**src/hdl/qts_pkg.sv**
```systemverilog
// ----------------------------------------------------------------------------
// qts_pkg: shared types and constants of the quoted token splitter
// Character codes, result kinds, error codes, parse modes, the parse state and the result record.
// ----------------------------------------------------------------------------
package qts_pkg;

    localparam int MAX_TOKEN_LIMIT = 4096;
    localparam int LEN_W           = 13;
    localparam int COUNT_W         = 16;

    localparam logic [COUNT_W-1:0] COUNT_CAP = 16'hFFFF;

    localparam logic [7:0] CHR_SPACE = 8'h20;
    localparam logic [7:0] CHR_TAB   = 8'h09;
    localparam logic [7:0] CHR_LF    = 8'h0A;
    localparam logic [7:0] CHR_QUOTE = 8'h22;
    localparam logic [7:0] CHR_NUL   = 8'h00;

    localparam logic [1:0] KIND_BYTE = 2'd0;
    localparam logic [1:0] KIND_END  = 2'd1;
    localparam logic [1:0] KIND_DONE = 2'd2;
    localparam logic [1:0] KIND_ERR  = 2'd3;

    localparam logic [1:0] ERR_NONE     = 2'd0;
    localparam logic [1:0] ERR_TOO_LONG = 2'd1;
    localparam logic [1:0] ERR_NO_QUOTE = 2'd2;

    typedef enum logic [4:0] {
        MODE_SKIP   = 5'b00001,
        MODE_PLAIN  = 5'b00010,
        MODE_QUOTED = 5'b00100,
        MODE_QPEND  = 5'b01000,
        MODE_DRAIN  = 5'b10000
    } mode_t;

    typedef struct packed {
        mode_t              mode;
        logic [LEN_W-1:0]   raw_len;
        logic [COUNT_W-1:0] tokens;
    } parse_state_t;

    typedef struct packed {
        logic [1:0]         kind;
        logic [7:0]         out_byte;
        logic [COUNT_W-1:0] token_count;
        logic [1:0]         error_code;
        logic               last_of_run;
    } result_t;

    function automatic result_t make_result(logic [1:0] kind, logic [7:0] b,
                                            logic [COUNT_W-1:0] cnt, logic [1:0] err);
        result_t r;
        r.kind        = kind;
        r.out_byte    = b;
        r.token_count = cnt;
        r.error_code  = err;
        r.last_of_run = 1'b0;
        return r;
    endfunction

endpackage

```
**src/hdl/qts_step.sv**
```systemverilog
// ----------------------------------------------------------------------------
// qts_step: per-byte parse step
// From the current state and one input byte, produces up to three results and
// the next parse state.
// ----------------------------------------------------------------------------
module qts_step (
    input  qts_pkg::parse_state_t       cur,
    input  logic [7:0]                  in_byte,
    input  logic                        last,
    input  logic [qts_pkg::LEN_W-1:0]   max_len,
    output qts_pkg::parse_state_t       nxt,
    output qts_pkg::result_t            res [3],
    output logic [1:0]                  res_cnt
);
    import qts_pkg::*;

    logic [LEN_W-1:0]   lim;
    logic               is_sep;
    logic               is_quote;
    mode_t              mode;
    logic [LEN_W-1:0]   raw;
    logic [COUNT_W-1:0] cnt;
    logic [1:0]         n;
    logic               done;
    logic               do_end;

    assign lim      = (max_len > LEN_W'(MAX_TOKEN_LIMIT)) ? LEN_W'(MAX_TOKEN_LIMIT) : max_len;
    assign is_sep   = (in_byte == CHR_SPACE) || (in_byte == CHR_TAB) || (in_byte == CHR_LF);
    assign is_quote = (in_byte == CHR_QUOTE);

    always_comb
    begin
        mode   = cur.mode;
        raw    = cur.raw_len;
        cnt    = cur.tokens;
        n      = 2'd0;
        done   = 1'b0;
        do_end = 1'b0;
        for (int i = 0; i < 3; i++)
        begin
            res[i] = '0;
        end

        if (in_byte == CHR_NUL)
        begin
            do_end = 1'b1;
        end
        else
        begin
            if (mode != MODE_DRAIN)
            begin
                if (mode == MODE_QPEND)
                begin
                    if (is_quote)
                    begin
                        raw = raw + LEN_W'(2);
                        if (raw >= lim)
                        begin
                            res[n] = make_result(KIND_ERR, 8'd0, cnt, ERR_TOO_LONG);
                            mode   = MODE_DRAIN;
                        end
                        else
                        begin
                            res[n] = make_result(KIND_BYTE, CHR_QUOTE, cnt, ERR_NONE);
                            mode   = MODE_QUOTED;
                        end
                        n    = n + 2'd1;
                        done = 1'b1;
                    end
                    else if (raw == '0)
                    begin
                        // closed empty quoted token ends the stream
                        res[n] = make_result(KIND_DONE, 8'd0, cnt, ERR_NONE);
                        n      = n + 2'd1;
                        mode   = MODE_DRAIN;
                        done   = 1'b1;
                    end
                    else
                    begin
                        if (cnt != COUNT_CAP)
                            cnt = cnt + COUNT_W'(1);
                        res[n] = make_result(KIND_END, 8'd0, cnt, ERR_NONE);
                        n      = n + 2'd1;
                        mode   = MODE_SKIP;
                        raw    = '0;
                    end
                end

                if (!done)
                begin
                    case (mode)
                        MODE_SKIP:
                        begin
                            if (!is_sep)
                            begin
                                if (is_quote)
                                begin
                                    raw = '0;
                                    if (lim == '0)
                                    begin
                                        res[n] = make_result(KIND_ERR, 8'd0, cnt, ERR_TOO_LONG);
                                        n      = n + 2'd1;
                                        mode   = MODE_DRAIN;
                                    end
                                    else
                                    begin
                                        mode = MODE_QUOTED;
                                    end
                                end
                                else
                                begin
                                    raw = LEN_W'(1);
                                    if (raw >= lim)
                                    begin
                                        res[n] = make_result(KIND_ERR, 8'd0, cnt, ERR_TOO_LONG);
                                        mode   = MODE_DRAIN;
                                    end
                                    else
                                    begin
                                        res[n] = make_result(KIND_BYTE, in_byte, cnt, ERR_NONE);
                                        mode   = MODE_PLAIN;
                                    end
                                    n = n + 2'd1;
                                end
                            end
                        end
                        MODE_PLAIN:
                        begin
                            if (is_sep)
                            begin
                                if (cnt != COUNT_CAP)
                                    cnt = cnt + COUNT_W'(1);
                                res[n] = make_result(KIND_END, 8'd0, cnt, ERR_NONE);
                                mode   = MODE_SKIP;
                                raw    = '0;
                            end
                            else
                            begin
                                raw = raw + LEN_W'(1);
                                if (raw >= lim)
                                begin
                                    res[n] = make_result(KIND_ERR, 8'd0, cnt, ERR_TOO_LONG);
                                    mode   = MODE_DRAIN;
                                end
                                else
                                begin
                                    res[n] = make_result(KIND_BYTE, in_byte, cnt, ERR_NONE);
                                end
                            end
                            n = n + 2'd1;
                        end
                        MODE_QUOTED:
                        begin
                            if (is_quote)
                            begin
                                mode = MODE_QPEND;
                            end
                            else
                            begin
                                raw = raw + LEN_W'(1);
                                if (raw >= lim)
                                begin
                                    res[n] = make_result(KIND_ERR, 8'd0, cnt, ERR_TOO_LONG);
                                    mode   = MODE_DRAIN;
                                end
                                else
                                begin
                                    res[n] = make_result(KIND_BYTE, in_byte, cnt, ERR_NONE);
                                end
                                n = n + 2'd1;
                            end
                        end
                        default:
                        begin
                            mode = MODE_DRAIN;
                        end
                    endcase
                end
            end
            do_end = last;
        end

        if (do_end)
        begin
            case (mode)
                MODE_SKIP:
                begin
                    res[n] = make_result(KIND_DONE, 8'd0, cnt, ERR_NONE);
                    n      = n + 2'd1;
                end
                MODE_PLAIN:
                begin
                    if (cnt != COUNT_CAP)
                        cnt = cnt + COUNT_W'(1);
                    res[n] = make_result(KIND_DONE, 8'd0, cnt, ERR_NONE);
                    n      = n + 2'd1;
                end
                MODE_QUOTED:
                begin
                    res[n] = make_result(KIND_ERR, 8'd0, cnt, ERR_NO_QUOTE);
                    n      = n + 2'd1;
                end
                MODE_QPEND:
                begin
                    if ((raw != '0) && (cnt != COUNT_CAP))
                        cnt = cnt + COUNT_W'(1);
                    res[n] = make_result(KIND_DONE, 8'd0, cnt, ERR_NONE);
                    n      = n + 2'd1;
                end
                default:
                begin
                end
            endcase
            mode = MODE_SKIP;
            raw  = '0;
            cnt  = '0;
        end

        if (n != 2'd0)
            res[n - 2'd1].last_of_run = 1'b1;

        nxt.mode    = mode;
        nxt.raw_len = raw;
        nxt.tokens  = cnt;
        res_cnt     = n;
    end

endmodule

```
**src/hdl/quoted_token_splitter.sv**
```systemverilog
// ----------------------------------------------------------------------------
// quoted_token_splitter: whitespace/quote tokenizer for a byte stream
// Splits text into tokens and streams token bytes, token ends, done and errors.
// ----------------------------------------------------------------------------
// Usage:
//   s_axis carries one character per request (tdata) and tlast on the final
//   character of a string; a zero character also ends a string.
//   m_axis returns results: tuser = kind, tdata = byte, count and error code,
//   tlast marks the final result caused by one input character.
//   cfg sets the raw token length limit (reset 4096); write only while idle.
// Latency: an input's first result is valid the cycle after it is accepted.
// Throughput: one input per cycle while each input gives at most one result and
//   m_axis_tready is high; an input giving more results holds s_axis until the
//   single result port has drained the three-entry result buffer to its last entry.
// Reset: parser skips whitespace, token count zero, result buffer empty.
// Stall: when m_axis_tready is low the buffer holds its results and s_axis
//   takes a new request only once the buffer is empty or its last entry leaves.
// ----------------------------------------------------------------------------
module quoted_token_splitter (
    input  logic                        clk,
    input  logic                        rst_n,
    input  logic                        s_axis_tvalid,
    output logic                        s_axis_tready,
    input  logic [7:0]                  s_axis_tdata,   // [7:0] in_byte
    input  logic                        s_axis_tlast,
    output logic                        m_axis_tvalid,
    input  logic                        m_axis_tready,
    output logic [31:0]                 m_axis_tdata,   // [7:0] out_byte, [23:8] token_count,
                                                        // [25:24] error_code, rest zero
    output logic [1:0]                  m_axis_tuser,   // [1:0] kind
    output logic                        m_axis_tlast,
    input  logic                        cfg_valid,
    output logic                        cfg_ready,
    input  logic [qts_pkg::LEN_W-1:0]   cfg_data
);
    import qts_pkg::*;

    parse_state_t     state_reg;
    parse_state_t     state_next;
    logic [LEN_W-1:0] max_len_reg;
    result_t          q_reg [3];
    logic [1:0]       q_cnt_reg;
    result_t          step_res [3];
    logic [1:0]       step_cnt;
    logic             in_fire;
    logic             out_fire;

    qts_step u_step (
        .cur     (state_reg),
        .in_byte (s_axis_tdata),
        .last    (s_axis_tlast),
        .max_len (max_len_reg),
        .nxt     (state_next),
        .res     (step_res),
        .res_cnt (step_cnt)
    );

    assign cfg_ready     = 1'b1;
    assign m_axis_tvalid = (q_cnt_reg != 2'd0);
    assign out_fire      = m_axis_tvalid && m_axis_tready;
    assign s_axis_tready = (q_cnt_reg == 2'd0) || ((q_cnt_reg == 2'd1) && m_axis_tready);
    assign in_fire       = s_axis_tvalid && s_axis_tready;

    assign m_axis_tuser = q_reg[0].kind;
    assign m_axis_tlast = q_reg[0].last_of_run;
    assign m_axis_tdata = {6'd0, q_reg[0].error_code, q_reg[0].token_count, q_reg[0].out_byte};

    always_ff @(posedge clk or negedge rst_n)
    begin
        if (!rst_n)
        begin
            state_reg.mode    <= MODE_SKIP;
            state_reg.raw_len <= '0;
            state_reg.tokens  <= '0;
            max_len_reg       <= LEN_W'(MAX_TOKEN_LIMIT);
            q_cnt_reg         <= 2'd0;
        end
        else
        begin
            if (cfg_valid)
                max_len_reg <= cfg_data;
            if (in_fire)
            begin
                state_reg <= state_next;
                q_cnt_reg <= step_cnt;
            end
            else if (out_fire)
            begin
                q_cnt_reg <= q_cnt_reg - 2'd1;
            end
        end
    end

    // result buffer payload, entry 0 is the head
    always_ff @(posedge clk)
    begin
        if (in_fire)
        begin
            q_reg <= step_res;
        end
        else if (out_fire)
        begin
            q_reg[0] <= q_reg[1];
            q_reg[1] <= q_reg[2];
        end
    end

endmodule
```
**config.mk**
```make
export PLATFORM = sky130hd
export DESIGN_NAME = quoted_token_splitter
export DESIGN_NICKNAME = d
export VERILOG_FILES = /design/src/hdl/qts_pkg.sv /design/src/hdl/qts_step.sv /design/src/hdl/quoted_token_splitter.sv
export SDC_FILE = /design/constraint.sdc
export NUM_CORES = 1
export LEC_CHECK = 0
export ABC_AREA = 1
export BUFFER_PORTS_ARGS = -buffer_cell sky130_fd_sc_hd__buf_2
export CORE_UTILIZATION = 50
export CTS_CLUSTER_SIZE = 24
export DETAILED_ROUTE_END_ITERATION = 8
export PLACE_DENSITY = 0.67
export SYNTH_ARGS = -nofsm -noshare
export SYNTH_HDL_FRONTEND = slang
export SYNTH_SLANG_ARGS = --single-unit
```
**constraint.sdc**
```tcl
create_clock -name clk -period 6.15 [get_ports clk]
set_input_delay 1.23 -clock clk [delete_from_list [all_inputs] [get_ports clk]]
set_output_delay 1.23 -clock clk [all_outputs]
set_load 0.005 [all_outputs]
```
==> implementation parameters <==
Parameter                              Value

Timing
  Crit path time final    about 5.7 ns
  Final worst setup slack    0.465 ns
  Number of failing hold endpoints at the final stage    0
  Final clock period utilization by the worst path    0.924
  Worst slew margin    0.137
  Number of max-slew violations in the final report    0
  Tightest Pin Transition    between 1 and 1.5 ns
  Clock tree skew after final layout    0.0123 ns
  Max Clock Freq    0.176 GHz
  Total setup violations reported at the end of the flow    0
  Setup_tns    0 ns

Global routing
  Met2 usage    0.555
  Initial antenna violation count    0
  Met3 layer usage reported by global route    0.0932
  Sum of overflow across all layers after global routing    0
  Most heavily used metal layer in global routing    met2
  GRT Total Usage    0.377
  Via count of the first global-routing pass    between 10,000 and 15,000
  Met1 demand-to-capacity share in global routing    0.543
  First-pass GRT wire length    75,300 um
  Largest net degree at the start of global routing    between 60 and 70

Synthesis
  Post-synth top area share    0.186
  Synthesized area per cell    ~6.4 um^2
  Count of yosys warnings during synthesis    0
  Most used flip-flop cell after synthesis    sky130_fd_sc_hd__edfxtp_1
  EDFF count, synth    77
  Sequential share of the synthesized area    0.276
  Cell accounting for the most synthesized area    sky130_fd_sc_hd__nand2_1
  Largest cells by area after synthesis    sky130_fd_sc_hd__nand2_1 (19%), sky130_fd_sc_hd__edfxtp_1 (18%), sky130_fd_sc_hd__dfrtp_1 (9.2%)
  Synthesized instance count    2,001
  Most numerous cell types in the synthesized netlist    sky130_fd_sc_hd__nand2_1 (635), sky130_fd_sc_hd__inv_1 (210), sky130_fd_sc_hd__nor2_1 (176)
  Number of different library cells in the post-synthesis netlist    between 60 and 70
  Most frequent cell after synthesis    sky130_fd_sc_hd__nand2_1
  Synthesized area    12,800 um^2
  Number of storage elements in the synthesis netlist    around 130
  Ys async rst share    0.389

Detailed routing
  Drt wl/cell    20.5 um
  Starting DRC count in detailed routing    a little over 2,000
  DRC violations left    0
  Ratio of routed vias to standard cells    5.85
  Total iterations of the first detailed-routing run    6
  Count of antenna-violating nets left after detailed routing    0
  DRT Wirelength    between 40,000 and 50,000 um
  Count of vias placed by the detailed router    14,100

Place
  Pre-CTS worst setup slack    -0.0139 ns
  Final GP Congestion    roughly 1.0
  Placed wire-length estimate    between 30,000 and 40,000 um
  Count of buffers inserted at the top-level ports    57

Layout
  Signed area change from the synthesized netlist to the final layout    11.3%
  Fraction of final layout cells sized beyond drive strength 1    0.167
  Largest register FFs    48
  FILL cells    around 2,500
  Final net count    2,126
  Total area of multi-input combinational cells    a little under 8000 um^2
  End-of-flow core utilization    0.567
  Number of antenna repair diodes    0
  Register area    3540 um^2

CTS
  H-tree lvl count    4
  Number of cells upsized or downsized after cts    0
  Clock Sinks    between 100 and 150
  Post-cts hold buffer count    0
  Clock Root Buffer    sky130_fd_sc_hd__clkbuf_16
  Maximum buffer depth of the clock tree    2
  Post-CTS Repair Setup Buffers    0
  TritonCTS clock tree    built
  Clock latency at the later pin of the worst-skew pair    approximately 0.43 ns
  Clock Pin Slew Worst Setup and Hold Paths    approximately 0.07 ns
  Number of CTS-inserted buffers    17

Floorplanning
  Total Die Area    between 20,000 and 30,000 um^2
  Placeable core region    roughly 25,000 um^2
  Vertical die dimension    about 160 um
  Total I/O pin count    65
  Die width    around 160 um
  Initial standard-cell utilization of the core    0.509
  Count of standard-cell rows    just under 60

Worst hold path
  Number of cells on the worst hold path    2
  Hold worst-path end    q_reg[34]
  Startpoint of the lowest-slack hold path    q_reg[5]
  Type of the worst min-delay path    flop to flop

Setup path
  Arrival time worst endpoint    5.86 ns
  Depth of the worst register-to-register path    30
  Setup slack of the worst register-to-register path    ~0.47 ns
  Critical path type    flop to flop
  Worst R2R Start    state_reg[17]
  Worst setup EP type    flop
  Top fanout value on the critical path    15
  Worst endpoint required time    between 6 and 7 ns
  Terminus of the critical flop-to-flop path    m_axis_tdata[21]
  Cell type of the slowest stage on the worst timing path    sky130_fd_sc_hd__dfrtp_1
  Delay of the slowest critical-path stage    ~0.42 ns
  CP startpoint kind    flop

Pwr
  Power Total    slightly above 0.007 W
  Total leakage power    about 7.0 nW
  Max VDD drop    around 630 uV
  Total power per unit cell area    501 nW/um^2

Job
  # Max-Cap Violations    0

Run status
  Status    completed
stage by stage:
step | cells | hold WS (ns) | area [um^2]
global route | 2404 | 0.537 | 14300
floorplan | 2006 | 0.493 | 12800
detailed placement | 2372 | 0.504 | 13600
finish | 2404 | 0.512 | 14300
global placement | 2372 | 0.499 | 13600
CTS | 2404 | 0.516 | 14200
routing by layer:
layer / share of wire / vias up / wire [um]
met2: 0.42 / 776 / 20600
met5: 0 / - / 0
met4: 0.027 / 0 / 1310
li1: - / 6683 / -
met3: 0.11 / 85 / 5530
met1: 0.44 / 6530 / 21800
power by group:
part / switching (W) / leakage, nW / internal (W)
logic: 0.00320 / 5.31 / 0.00136
clock network: 0.000466 / 0.280 / 0.000619
registers: 0.000215 / 1.41 / 0.00128
total: 0.00388 / 7.00 / 0.00326
logic make-up after synthesis:
kind of cell	share of synthesized area
AND/OR/NAND/NOR	0.406
buffers and inverters	0.119
AO/OA/AOI/OAI	0.148
flip-flops	0.276
adder cells (fa/ha/maj)	0.0371
XOR/XNOR	0.0116
multiplexers	0.00254
other	0.000586
worst max-delay path: cells and delay by family (launching register included):
family                     cells  cell delay, ns
AOI/OAI and AO/OA              4            0.73
xor gates and xnor gates       1            0.27
adders and majority gates      1            0.31
buffers and inverters          4            0.58
DFF                            1            0.42
and+or+nand+nor               20            3.10
cell usage in the layout, fill, tap and decap left out, types with 47 or more instances in the layout:
| cell type | synthesis | final |
|---|---|---|
| sky130_fd_sc_hd__nand3_1 | 142 | 139 |
| sky130_fd_sc_hd__edfxtp_1 | 77 | 77 |
| sky130_fd_sc_hd__buf_4 | 39 | 81 |
| sky130_fd_sc_hd__a21oi_1 | 108 | 107 |
| sky130_fd_sc_hd__inv_1 | 210 | 209 |
| sky130_fd_sc_hd__nand2_1 | 635 | 632 |
| sky130_fd_sc_hd__nor2_1 | 176 | 172 |
| sky130_fd_sc_hd__dfrtp_1 | 47 | 47 |
| sky130_fd_sc_hd__buf_2 | 15 | 57 |
| sky130_fd_sc_hd__o21ai_0 | 99 | 99 |
area by class of cell:
type | count | share of cell area
clock buffers | 19 | 0.0310
clock inverters | 13 | 0.0108
inverters | 243 | 0.0642
multi-input cells | 1532 | 0.551
flip-flops and latches | 126 | 0.248
well taps | 330 | 0.0289
repair buffers | 141 | 0.0662
how the worst max path moves through the flow:
| stage | start | endpoint | slack, ns |
|---|---|---|---|
| after floorplan | s_axis_tdata[7] | q_reg[46] | 0.62 |
| after global placement | s_axis_tdata[7] | m_axis_tdata[16] | 0.06 |
| after detailed placement | s_axis_tdata[7] | m_axis_tdata[16] | -0.01 |
| after CTS | state_reg[17] | m_axis_tdata[21] | 0.31 |
| after global routing | state_reg[17] | m_axis_tdata[21] | -0.05 |
| final | state_reg[17] | m_axis_tdata[21] | 0.47 |
Note: power is estimated with default switching activity, not from simulation.
